[src/design/cal_pkg.sv]
// Shared types and constants for the cursor array list.
package cal_pkg;

    localparam int CAPACITY  = 16;
    localparam int IDX_W     = (CAPACITY > 1) ? $clog2(CAPACITY) : 1;
    localparam int CNT_W     = $clog2(CAPACITY + 1);
    localparam int WORD_W    = 32;
    localparam int KIND_W    = 2;
    localparam int STATUS_W  = 3;
    localparam int OUT_CNT_W = 5;

    typedef enum logic [KIND_W-1:0] {
        K_APPEND = 2'd0,
        K_FIRST  = 2'd1,
        K_NEXT   = 2'd2,
        K_REMOVE = 2'd3
    } t_kind;

    typedef enum logic [STATUS_W-1:0] {
        ST_OK         = 3'd0,
        ST_FULL       = 3'd1,
        ST_EMPTY      = 3'd2,
        ST_NO_NEXT    = 3'd3,
        ST_NO_CURRENT = 3'd4
    } t_status;

    // Broadcast from the controller to every cell.
    typedef struct packed {
        logic             append_en;
        logic             remove_en;
        logic [CNT_W-1:0] count;     // entry count before the operation
        logic [IDX_W-1:0] rm_idx;    // entry being removed
    } t_cell_ctl;

endpackage

[src/design/cal_cell.sv]
// One list entry: loads an appended word or takes its upper neighbor's word on remove.
module cal_cell (
    input  logic                           i_clk,
    input  cal_pkg::t_cell_ctl             i_ctl,
    input  logic [cal_pkg::IDX_W-1:0]      i_pos,
    input  logic signed [cal_pkg::WORD_W-1:0] i_word,
    input  logic signed [cal_pkg::WORD_W-1:0] i_up_data,
    output logic signed [cal_pkg::WORD_W-1:0] o_data
);

    logic signed [cal_pkg::WORD_W-1:0] r_data;
    logic signed [cal_pkg::WORD_W-1:0] n_data;
    logic [cal_pkg::CNT_W-1:0]         w_pos_ext;
    logic                              w_load_new;
    logic                              w_shift;

    assign w_pos_ext  = cal_pkg::CNT_W'(i_pos);
    assign w_load_new = i_ctl.append_en && (w_pos_ext == i_ctl.count);
    // entries above the removed one move down by one
    assign w_shift    = i_ctl.remove_en && (i_pos >= i_ctl.rm_idx)
                        && ((w_pos_ext + 1'b1) < i_ctl.count);

    always_comb begin
        n_data = r_data;
        if (w_load_new) begin
            n_data = i_word;
        end else if (w_shift) begin
            n_data = i_up_data;
        end
    end

    always_ff @(posedge i_clk) begin
        r_data <= n_data;
    end

    assign o_data = r_data;

endmodule

[src/design/cal_ctrl.sv]
// Count and cursor state, operation decode and the registered result.
module cal_ctrl (
    input  logic                                i_clk,
    input  logic                                i_rst_n,
    input  logic                                i_accept,
    input  cal_pkg::t_kind                      i_kind,
    input  logic signed [cal_pkg::WORD_W-1:0]   i_rd_data,
    output logic [cal_pkg::IDX_W-1:0]           o_rd_idx,
    output cal_pkg::t_cell_ctl                  o_ctl,
    output logic                                o_strobe,
    output logic [cal_pkg::STATUS_W-1:0]        o_status,
    output logic signed [cal_pkg::WORD_W-1:0]   o_value_out,
    output logic [cal_pkg::OUT_CNT_W-1:0]       o_count
);

    logic [cal_pkg::CNT_W-1:0]          r_count, n_count;
    logic                               r_cur_valid, n_cur_valid;
    logic [cal_pkg::IDX_W-1:0]          r_cur_idx, n_cur_idx;
    logic                               r_strobe;
    cal_pkg::t_status                   r_status, n_status;
    logic signed [cal_pkg::WORD_W-1:0]  r_value, n_value;

    logic [cal_pkg::CNT_W-1:0]          w_nxt;
    logic                               w_append, w_remove;

    assign w_nxt = r_cur_valid ? (cal_pkg::CNT_W'(r_cur_idx) + 1'b1) : '0;

    always_comb begin
        case (i_kind)
            cal_pkg::K_FIRST:  o_rd_idx = '0;
            cal_pkg::K_NEXT:   o_rd_idx = w_nxt[cal_pkg::IDX_W-1:0];
            default:           o_rd_idx = r_cur_idx;
        endcase
    end

    always_comb begin
        n_count     = r_count;
        n_cur_valid = r_cur_valid;
        n_cur_idx   = r_cur_idx;
        n_status    = cal_pkg::ST_OK;
        n_value     = '0;
        w_append    = 1'b0;
        w_remove    = 1'b0;
        case (i_kind)
            cal_pkg::K_APPEND: begin
                if (r_count >= cal_pkg::CNT_W'(cal_pkg::CAPACITY)) begin
                    n_status = cal_pkg::ST_FULL;
                end else begin
                    w_append = 1'b1;
                    n_count  = r_count + 1'b1;
                end
            end
            cal_pkg::K_FIRST: begin
                if (r_count == '0) begin
                    n_status = cal_pkg::ST_EMPTY;
                end else begin
                    n_cur_valid = 1'b1;
                    n_cur_idx   = '0;
                    n_value     = i_rd_data;
                end
            end
            cal_pkg::K_NEXT: begin
                if (w_nxt >= r_count) begin
                    n_status = cal_pkg::ST_NO_NEXT;
                end else begin
                    n_cur_valid = 1'b1;
                    n_cur_idx   = w_nxt[cal_pkg::IDX_W-1:0];
                    n_value     = i_rd_data;
                end
            end
            cal_pkg::K_REMOVE: begin
                if (!r_cur_valid || (cal_pkg::CNT_W'(r_cur_idx) >= r_count)) begin
                    n_status = cal_pkg::ST_NO_CURRENT;
                end else begin
                    w_remove = 1'b1;
                    n_value  = i_rd_data;
                    n_count  = r_count - 1'b1;
                    if (r_cur_idx == '0) begin
                        n_cur_valid = 1'b0;
                    end else begin
                        n_cur_idx = r_cur_idx - 1'b1;
                    end
                end
            end
            default: begin
                n_status = cal_pkg::ST_OK;
            end
        endcase
    end

    always_comb begin
        o_ctl.append_en = i_accept && w_append;
        o_ctl.remove_en = i_accept && w_remove;
        o_ctl.count     = r_count;
        o_ctl.rm_idx    = r_cur_idx;
    end

    always_ff @(posedge i_clk) begin
        if (!i_rst_n) begin
            r_count     <= '0;
            r_cur_valid <= 1'b0;
            r_cur_idx   <= '0;
            r_strobe    <= 1'b0;
        end else begin
            r_strobe <= i_accept;
            if (i_accept) begin
                r_count     <= n_count;
                r_cur_valid <= n_cur_valid;
                r_cur_idx   <= n_cur_idx;
            end
        end
    end

    always_ff @(posedge i_clk) begin
        if (i_accept) begin
            r_status <= n_status;
            r_value  <= n_value;
        end
    end

    assign o_strobe    = r_strobe;
    assign o_status    = r_status;
    assign o_value_out = r_value;
    assign o_count     = cal_pkg::OUT_CNT_W'(r_count);

endmodule

[src/design/cursor_array_list_core.sv]
// Top level of the cursor array list: controller plus a row of entry cells.
//
//  channel   handshake              fields
//  command   start / busy           i_kind, i_value_in
//  result    o_strobe (one cycle)   o_status, o_value_out, o_count
//
// One word is taken per cycle; busy stays low.
// The result word shows with o_strobe in the cycle after the command is accepted.
// Append, read and remove-with-shift all finish in the cell row in that cycle.
// Synchronous active-low reset empties the list and clears the cursor.
// The receiver cannot stall; every result is taken in its strobe cycle.
module cursor_array_list_core (
    input  logic                                i_clk,
    input  logic                                i_rst_n,
    input  logic                                start,
    output logic                                busy,
    input  logic [cal_pkg::KIND_W-1:0]          i_kind,
    input  logic signed [cal_pkg::WORD_W-1:0]   i_value_in,
    output logic                                o_strobe,
    output logic [cal_pkg::STATUS_W-1:0]        o_status,
    output logic signed [cal_pkg::WORD_W-1:0]   o_value_out,
    output logic [cal_pkg::OUT_CNT_W-1:0]       o_count
);

    logic                               w_accept;
    logic [cal_pkg::IDX_W-1:0]          w_rd_idx;
    cal_pkg::t_cell_ctl                 w_ctl;
    logic signed [cal_pkg::WORD_W-1:0]  w_data [cal_pkg::CAPACITY];
    logic signed [cal_pkg::WORD_W-1:0]  w_up   [cal_pkg::CAPACITY];
    logic signed [cal_pkg::WORD_W-1:0]  w_rd_data;

    assign busy     = 1'b0;
    assign w_accept = start && !busy;

    assign w_rd_data = w_data[w_rd_idx];

    cal_ctrl u_ctrl (
        .i_clk       (i_clk),
        .i_rst_n     (i_rst_n),
        .i_accept    (w_accept),
        .i_kind      (cal_pkg::t_kind'(i_kind)),
        .i_rd_data   (w_rd_data),
        .o_rd_idx    (w_rd_idx),
        .o_ctl       (w_ctl),
        .o_strobe    (o_strobe),
        .o_status    (o_status),
        .o_value_out (o_value_out),
        .o_count     (o_count)
    );

    for (genvar g = 0; g < cal_pkg::CAPACITY; g++) begin : g_cell
        // the top cell has no upper neighbor; it never shifts
        if (g == cal_pkg::CAPACITY - 1) begin : g_top
            assign w_up[g] = '0;
        end else begin : g_mid
            assign w_up[g] = w_data[g+1];
        end

        cal_cell u_cell (
            .i_clk     (i_clk),
            .i_ctl     (w_ctl),
            .i_pos     (cal_pkg::IDX_W'(g)),
            .i_word    (i_value_in),
            .i_up_data (w_up[g]),
            .o_data    (w_data[g])
        );
    end

endmodule

[config.mk]
export PLATFORM = sky130hd
export DESIGN_NAME = cursor_array_list_core
export DESIGN_NICKNAME = d
export VERILOG_FILES = /design/src/design/cal_pkg.sv /design/src/design/cal_cell.sv /design/src/design/cal_ctrl.sv /design/src/design/cursor_array_list_core.sv
export SDC_FILE = /design/constraint.sdc
export NUM_CORES = 1
export LEC_CHECK = 0
export ABC_AREA = 0
export ABC_CLOCK_PERIOD_IN_PS = 8640
export BUFFER_PORTS_ARGS = -buffer_cell sky130_fd_sc_hd__buf_4
export CORE_MARGIN = 2
export CORE_UTILIZATION = 67
export CTS_CLUSTER_SIZE = 20
export DETAILED_ROUTE_END_ITERATION = 6
export PLACE_DENSITY = 0.85
export SYNTH_ARGS = -nofsm -noshare
export SYNTH_HDL_FRONTEND = slang
export SYNTH_SLANG_ARGS = --single-unit
[constraint.sdc]
create_clock -name i_clk -period 8.64 [get_ports i_clk]
set_clock_uncertainty 0.15 [all_clocks]
set_input_delay 1.296 -clock i_clk [delete_from_list [all_inputs] [get_ports i_clk]]
set_output_delay 1.296 -clock i_clk [all_outputs]
set_load 0.005 [all_outputs]
### Yosys cells after proc, flatten, opt, wreduce, memory -nomap -nowiden

Index checks and enable logic that the tools add are counted.

* bits in registers: 558
* latch bits: 0
* bits in writable memories: 0
* memory bits (read-only): 0
* output and inout port bits: 42
* logic and storage cells: 226
* memories: 0

* add/sub/neg operators: 4
* $mul: 0
* div/mod/pow operators: 0
* order comparisons: 36
* equal/unequal tests: 24
* shifts and indexed selects: 0
* mux-type cells: 63
* bitwise gates (word level): 1
* reduce and logical (&&, ||, !) cells: 76

Operators by type and width (number)
* 32-bit two-way mux: 37
* 32-bit binary-select mux with 4-bit select: 1
* 32-bit case mux with 3 select lines: 1
* 1-bit logical AND: 50
* 4-bit by 5-bit equality test with 1-bit output (first input constant): 8
* 4-bit by 5-bit < comparator with 1-bit output (first input constant): 8
* 2-bit nonzero test: 17
* 4-bit >= comparator (first input constant): 8
* 3-bit by 5-bit equality test with 1-bit output (first input constant): 4
* 3-bit by 5-bit < comparator with 1-bit output (first input constant): 4
* 3-bit by 4-bit >= comparator with 1-bit output (first input constant): 4
* 4-bit two-way mux: 4
* 5-bit two-way mux: 3
* 3-bit case mux with 4 select lines: 1
* 4-bit case mux with 3 select lines: 1
* 6-bit AND reduction: 2
* 2-bit by 5-bit equality test with 1-bit output (first input constant): 2
* 5-bit >= comparator (second input constant): 2
* 2-bit by 5-bit < comparator with 1-bit output (first input constant): 2
* 2-bit != test (second input constant): 5
* 5-bit case mux with 2 select lines: 1
* 1-bit two-way mux: 9
* 1-bit by 4-bit >= comparator with 1-bit output (first input constant): 2
* 2-bit by 4-bit >= comparator with 1-bit output (first input constant): 2
* 24 further kinds: 26

### Logic depth before layout (Yosys ltp)

Gate-level depths: netlist (run 1).

* depth in word-level cells: 9
* depth in mapped cells: 12
* mapped depth without buffers: 10

### By module

Synthesis (run 1) repeated with hierarchy kept, for this count alone.

* cells, all modules: 2165
* area total of the unflattened synthesis: 34550.6 um2

By module, submodules not included
* cal_cell: times used 16, cells an instance 104, area an instance 1770.4 um2, seq. area each 960.9 um2
* cursor_array_list_core: times used 1, cells an instance 274, area an instance 3743.6 um2, seq. area each 0.0 um2
* cal_ctrl: times used 1, cells an instance 227, area an instance 2479.9 um2, seq. area each 1271.2 um2

### Worst setup path before layout (run 1)

No wires, ideal clock.

* path kind: flip-flop to flip-flop
* start point: register u_ctrl.r_cur_idx[0] in the netlist's numbering
* end point: register g_cell[4].u_cell.r_data, in the netlist g_cell[4].u_cell.o_data[0] (enable)
* library setup time: 0.470 ns
* arrival: 4.793 ns
* required time: 8.020 ns
* setup slack: 3.228 ns
* cell stages (with the launch flop): 11
* path buffers: 2
* period minus slack after synthesis: 5.412 ns
* cell sequence: dfxtp_1 -> buf_2 -> clkinv_1 -> ha_1 -> or3b_4 -> a21oi_2 -> o21a_1 -> nand3_2 -> or2_0 -> clkbuf_1 -> o31ai_1

* cells in the longest elaborated chain, start to end: 8

Ends and longest elaborated chain
* start, declared: line cal_ctrl.sv:18 `logic [cal_pkg::IDX_W-1:0] r_cur_idx, n_cur_idx;`
* start signal, assigned: line cal_ctrl.sv:109 `r_cur_idx <= n_cur_idx;`
* 4-bit by 5-bit >= comparator with 1-bit output: line cal_ctrl.sv:72 `if (!r_cur_valid || (cal_pkg::CNT_W'(r_cur_idx) >= r_count)) begin`
* 1-bit logical OR: line cal_ctrl.sv:72
* 1-bit two-way mux: line cal_ctrl.sv:72
* 1-bit two-way mux: line cal_ctrl.sv:44 `case (i_kind)`
* 1-bit logical AND: line cal_ctrl.sv:93 `o_ctl.remove_en = i_accept && w_remove;`
* 1-bit logical AND *: line cal_cell.sv:20 `assign w_shift = i_ctl.remove_en && (i_pos >= i_ctl.rm_idx)`
* 1-bit logical AND *: line cal_cell.sv:21 `&& ((w_pos_ext + 1'b1) < i_ctl.count);`
* 2-bit nonzero test (no source line) *
* end signal, assigned: line cal_cell.sv:33 `r_data <= n_data;`
* end, declared: line cal_cell.sv:11 `logic signed [cal_pkg::WORD_W-1:0] r_data;`

Mark *: on every way between the ends. The rest lies on a longest branch, timed or not.
A chain may end at the register's enable or synchronous reset.

### Worst setup path in the final report (run 1)

* start point: register u_ctrl.r_cur_idx[0] in the netlist's numbering
* end point: register g_cell[1].u_cell.r_data, in the netlist g_cell[1].u_cell.o_data[5] (enable)

* cells in the longest elaborated chain, start to end: 8

Ends and longest elaborated chain (line)
* 4-bit by 5-bit >= comparator with 1-bit output: cal_ctrl.sv:72
* 1-bit logical OR: cal_ctrl.sv:72
* 1-bit two-way mux: cal_ctrl.sv:72
* 1-bit two-way mux: cal_ctrl.sv:44
* 1-bit logical AND: cal_ctrl.sv:93
* 1-bit logical AND *: cal_cell.sv:20
* 1-bit logical AND *: cal_cell.sv:21
* 2-bit nonzero test (no source line) *
* end signal, assigned: cal_cell.sv:33
* end, declared: cal_cell.sv:11

Marked as above.

==> results.toml, run 1 <==
[routing]
wl_um = 78400
dr_total_vias = 20200
wl_per_cell_um = 26.9
drt_iter0_markers = 3009
antenna_left = 0
viasPerCell = 6.92
dr.pass1.iters = 6
route.detailed.drc = 0

[logic_synthesis]
synth_fa_ha_area_frac = 0.0101
synth_warnings = 0
syn_inst = 2355
synthFlopType = "edfxtp_1"
synth_nets = 2415
synth_edf_count = 547
muxShareOfSynthArea = 0.194
synth_xor_area_frac = 0.000920
ys_seq_area_frac = 0.583
synth_seq_cells = 558
synth_top_family_by_area = "multiplexers"
synth_compound_area_frac = 0.0274
yosys-top-cells-count = "551 x nand2_1, 547 x edfxtp_1, 447 x mux2_2, 260 x nand3_1, 111 x clkbuf_1"
postSynthAreaPerCell_um2 = 12.1
synth_most_common_cell = "nand2_1"
synth-simple-area-share = 0.152
synth_top_area_cell = "edfxtp_1"
synth_area_leaders = "edfxtp_1 58%, mux2_2 18%, nand2_1 7.2%"
async_flop_share = 0
netlist_area_um2 = 28600
synth_top_area_share = 0.575
yosysUniqueCellTypes = 69

[sta]
period_share = 0.606
layout_setup_ws_ps = 3400
worstMarginPinSlew_ps = 1250
fin_crit_ps = 5240
max_freq_mhz = 191
relSlewSlack = 0.166
setup_violations = 0
whs_ps = 416
rsz0062_at_grt = "false"
hold_viol = 0
drv_slew = 0
tns_ps = 0

[global_routing]
grt_pass1_wl_um = 119000
top_usage_layer = "met2"
grt_overflow_total = 0
first_global_vias = 20000
antenna_found_initial = 0
grt_use_total = 0.355
met3_usage = 0.0742
use_met1 = 0.467
grt_max_degree = 167
met2_usage = 0.566

[worst_setup_path]
start_kind = "flip-flop"
path_buf_inv = 2
required_ps = 8750
end_kind = "flip-flop"
slowest_stage = "o31ai_4"
slowest_delay_ps = 1090
path_cells = "clkinv_1 -> ha_1 -> or3b_4 -> a21oi_2 -> o21a_1 -> nand3_2 -> or2_0 -> o31ai_4 -> buf_4"
arrival_ps = 5350
criticalPathCategory = "reg -> reg"
crit_family = "compound AO/OA/AOI/OAI gates"
crit_fanout = 19

[cts]
root_buffer = "clkbuf_16"
cts_setup_buffers = 0
cts_buffer_depth = 3
cts_repair_resize_count = 0
clkTransAtPathRegs_ps = 70
clkSinkCount = 558
cts_buffers = 55
insertion_delay_ps = 620
cts-htree-levels = 2
cts-hold-fix-buffers = 0
cts_tree = "done"

[floorplanning]
core_um2 = 42000
die_y_um = 210
initial_core_util = 0.679
rows = 75
die_x_um = 210
pin_count = 79
dieArea_um2 = 44300

[placement]
io_buffers = 77
dpl_worst_slack_ps = 3420
dp.cells = 2816
dp_hpwl_um = 42100
gp_congestion = 0.899

[pwr]
switching_power_mw = 1.35
swShare = 0.231
power.leakage_nw = 10.7
combinationalPowerShare = 0.070
ir_drop_mv = 0.211
p_int_mw = 4.50
clockPowerShare = 0.418
p_per_area_nw_per_um2 = 187
seq_power_share = 0.511

[finish]
synthToLayoutAreaGrowth_pct = 9.64
fillCellCount = 2584
layout.cells.non_filler = 2919
drive_gt1_frac = 0.304
nNetsFinal = 2394
diodes = 0
fin_util = 0.745

[worst_hold_path]
hold_path_class = "reg -> reg"

[run]
drv_cap = 0

[outcome]
run_status = "finished, final reports clean"
## flip-flops by register name, indices dropped and copies added (netlist names)
signal	count
g_cell.u_cell.o_data	512
u_ctrl.o_count	5
u_ctrl.o_status	3
u_ctrl.o_strobe	1
u_ctrl.o_value_out	32
u_ctrl.r_cur_idx	4
u_ctrl.r_cur_valid	1
## area by class of cell
class                           count  area (um2)  area share
Sequential cell                   558       16600       0.532
Clock buffer                       68        1450      0.0462
Clock inverter                     35         362      0.0116
Tap cell                          539         674      0.0215
Timing Repair Buffer              116         883      0.0282
Multi-Input combinational cell   1591       11200       0.359
Inverter                           12        45.0     0.00144
## layout by cell type (no fill, tap or decap), types with 4 or more instances in the layout
cell type	instances
a21oi_1	16
and2_1	4
and3_1	34
buf_4	115
bufinv_16	7
clkbuf_1	12
clkbuf_16	56
clkinv_1	13
clkinv_2	11
clkinvlp_4	4
dfxtp_1	11
edfxtp_1	547
ha_1	23
inv_1	8
mux2_1	4
mux2_2	447
mux2_4	29
nand2_1	543
nand2_2	11
nand2b_1	4
nand3_1	259
nand4_1	67
nor2_1	15
nor2b_1	5
nor3_1	5
o21ai_0	15
o21ai_4	9
o22ai_1	35
o31ai_4	4
## power by group through the flow
stage | logic, mW | clock network, mW | registers (mW)
floorplan | 0.251 | 0 | 3.04
CTS | 0.402 | 2.46 | 2.99
global route | 0.439 | 2.54 | 2.99
global placement | 0.385 | 0 | 3.05
detailed placement | 0.397 | 0 | 3.05
finish | 0.411 | 2.45 | 2.99
## path summary, 6_finish.rpt
check / start / endpoint / slack [ps] / depth (start not counted)
min: g_cell[12].u_cell.o_data[13] / g_cell[11].u_cell.o_data[13] / 420 / 1
min reg2reg: g_cell[12].u_cell.o_data[13] / g_cell[11].u_cell.o_data[13] / 420 / 1
max reg2reg: u_ctrl.r_cur_idx[0] / g_cell[1].u_cell.o_data[5] / 3400 / 9
max: u_ctrl.r_cur_idx[0] / g_cell[1].u_cell.o_data[5] / 3400 / 9
## kinds of logic (layout without fill, tap and decap cells)
group / count (synthesis) / in the layout
XOR/XNOR: 3 / 3
other: 1 / 1
buffers and inverters: 206 / 231
flip-flops: 558 / 558
adder cells (fa/ha/maj): 23 / 23
AO/OA/AOI/OAI: 113 / 113
AND/OR/NAND/NOR: 969 / 969
multiplexers: 482 / 482
## through the flow
stage | cell area, um2 | total power, mW
3_5_place_dp | 29500 | 3.44
3_3_place_gp | 29500 | 3.43
2_1_floorplan | 28600 | 3.29
5_1_grt | 31300 | 5.97
6_report | 31300 | 5.85
4_1_cts | 31300 | 5.85
## layer usage
| layer | share of wire | wire [um] | up-vias |
|---|---|---|---|
| li1 | - | - | 8621 |
| met1 | 0.36 | 28400 | 9824 |
| met2 | 0.46 | 36300 | 1464 |
| met3 | 0.12 | 9470 | 283 |
| met4 | 0.053 | 4190 | 0 |
| met5 | 0 | 0 | - |
(Power assumes the default switching activity.)
==> run 2: changes to the inputs <==
ABC_CLOCK_PERIOD_IN_PS = 5330   (was 8640)
CORE_UTILIZATION = 63   (was 67)
PLACE_DENSITY = 0.8   (was 0.85)
clock period = 5.33 ns   (was 8.64 ns; I/O delays follow)
==> run 2 against run 1 <==
  * Routed wire length fell by 5.8%
  * First-iteration DRC count down 27%
  * Combinational power grew 64%
  * Power rose by 57%
  * Critical path type unchanged
  * Largest power group unchanged
==> results.toml, run 2 (same netlist as run 1, synthesis figures left out) <==
[outcome]
run_status = "finished, final reports clean"

[floorplanning]
dieArea_um2 = 47000
pin_count = 79
rows = 78
core_um2 = 45100
die_y_um = 217
die_x_um = 217
initial_core_util = 0.633

[worst_setup_path]
required_ps = 5420
r2r_start = "u_ctrl.r_cur_idx[0]"
start_kind = "flip-flop"
end_kind = "flip-flop"
arrival_ps = 4620
criticalPathCategory = "reg -> reg"
crit_fanout = 32
startpoint = "u_ctrl.r_cur_idx[0]"

[cts]
cts_setup_buffers = 0
root_buffer = "clkbuf_16"
cts_tree = "done"
clkSinkCount = 558
cts-htree-levels = 2
insertion_delay_ps = 610
cts-hold-fix-buffers = 0
clkTransAtPathRegs_ps = 60
cts_buffer_depth = 3
cts_buffers = 56
cts_repair_resize_count = 0

[pwr]
power_mw = 9.16
power.leakage_nw = 10.7
ir_drop_mv = 0.255
p_per_area_nw_per_um2 = 292

[global_routing]
first_global_vias = 19700
grt_max_degree = 146
grt_use_total = 0.313
antenna_found_initial = 0
grt_pass1_wl_um = 113000
grt_overflow_total = 0

[worst_hold_path]
holdCritStartpoint = "i_rst_n"
hold_path_class = "in -> reg"

[routing]
viasPerCell = 6.58
drt_iter0_markers = 2182
route.detailed.drc = 0
antenna_left = 0
dr_total_vias = 19600
dr.pass1.iters = 6
wl_per_cell_um = 24.7
wl_um = 73800

[sta]
period_share = 0.851
relSlewSlack = 0.259
rsz0062_at_grt = "false"
drv_slew = 0
max_freq_mhz = 220
fin_crit_ps = 4540
hold_viol = 0
setup_violations = 0
worstMarginPinSlew_ps = 1110
layout_setup_ws_ps = 792

[finish]
drive_gt1_frac = 0.301
diodes = 0
final_common_cell = "edfxtp_1"
synthToLayoutAreaGrowth_pct = 9.99
most-common-layout-cells = "547 x edfxtp_1, 544 x nand2_1, 447 x mux2_2"
nNetsFinal = 2404
fillCellCount = 3060
largest_reg_flops = 512

[placement]
gp_congestion = 0.907
io_buffers = 77
dp_hpwl_um = 43400
dpl_worst_slack_ps = 862

[run]
drv_cap = 0
## run 2: changes by cell type in the layout (fill, tap and decap cells not counted), moves of 2 or more
cell        before  now
clkinv_2        11    5
clkinv_1        13   15
buf_12           1   11
clkbuf_16       56   58
bufinv_16        7    1
clkbuf_1        12   18
clkinvlp_4       4    1
## run 2: layout make-up
class                   instances  area [um2]  share of cell area
clock buffers                  76        1520              0.0484
flip-flops and latches        558       16600               0.530
clock inverters                21         128             0.00406
multi-input cells            1591       11200               0.358
repair buffers                125        1080              0.0343
well taps                     600         751              0.0239
inverters                      12        45.0             0.00143
## run 2: metal layers
metal	track usage	wire length, um	vias up
met5	0	0	-
met4	0.108	2090	0
met3	0.0405	6100	153
met2	0.534	36600	1037
met1	0.417	29100	9797
li1	-	-	8632
## run 2: worst max-delay path: stages (launching register included)
cell,delay (ps)
dfxtp_1,600
clkinv_1,450
ha_1,410
or3b_4,410
a21oi_2,170
o21a_1,180
nand3_2,220
or2_0,660
o41ai_4,350
buf_4,540
## run 2: path summary, 6_finish.rpt
check / to / slack [ps] / depth (start not counted)
min: u_ctrl.o_strobe / 320 / 2
min reg2reg: g_cell[2].u_cell.o_data[23] / 410 / 1
max: g_cell[2].u_cell.o_data[13] / 790 / 9
max reg2reg: g_cell[2].u_cell.o_data[13] / 790 / 9
## run 2: report_power, final
group	internal, mW	total [mW]	switching [mW]	leakage (nW)
clock	2.02	3.64	1.62	0.797
combinational	0.224	0.675	0.451	5.23
sequential	4.81	4.84	0.0332	4.65
## run 2: per-stage QoR
| stage | setup TNS (ps) | hold slack (ps) | area (um2) | cells | util |
|---|---|---|---|---|---|
| final | 0 | 320 | 31400 | 2983 | 0.697 |
| after global routing | 0 | 318 | 31400 | 2983 | 0.697 |
| after CTS | 0 | 302 | 31400 | 2983 | 0.697 |
| after detailed placement | 0 | 399 | 29800 | 2886 | 0.660 |
| after global placement | 0 | 385 | 29800 | 2886 | 0.660 |
| after floorplan | -7220 | 379 | 28600 | 2355 | - |
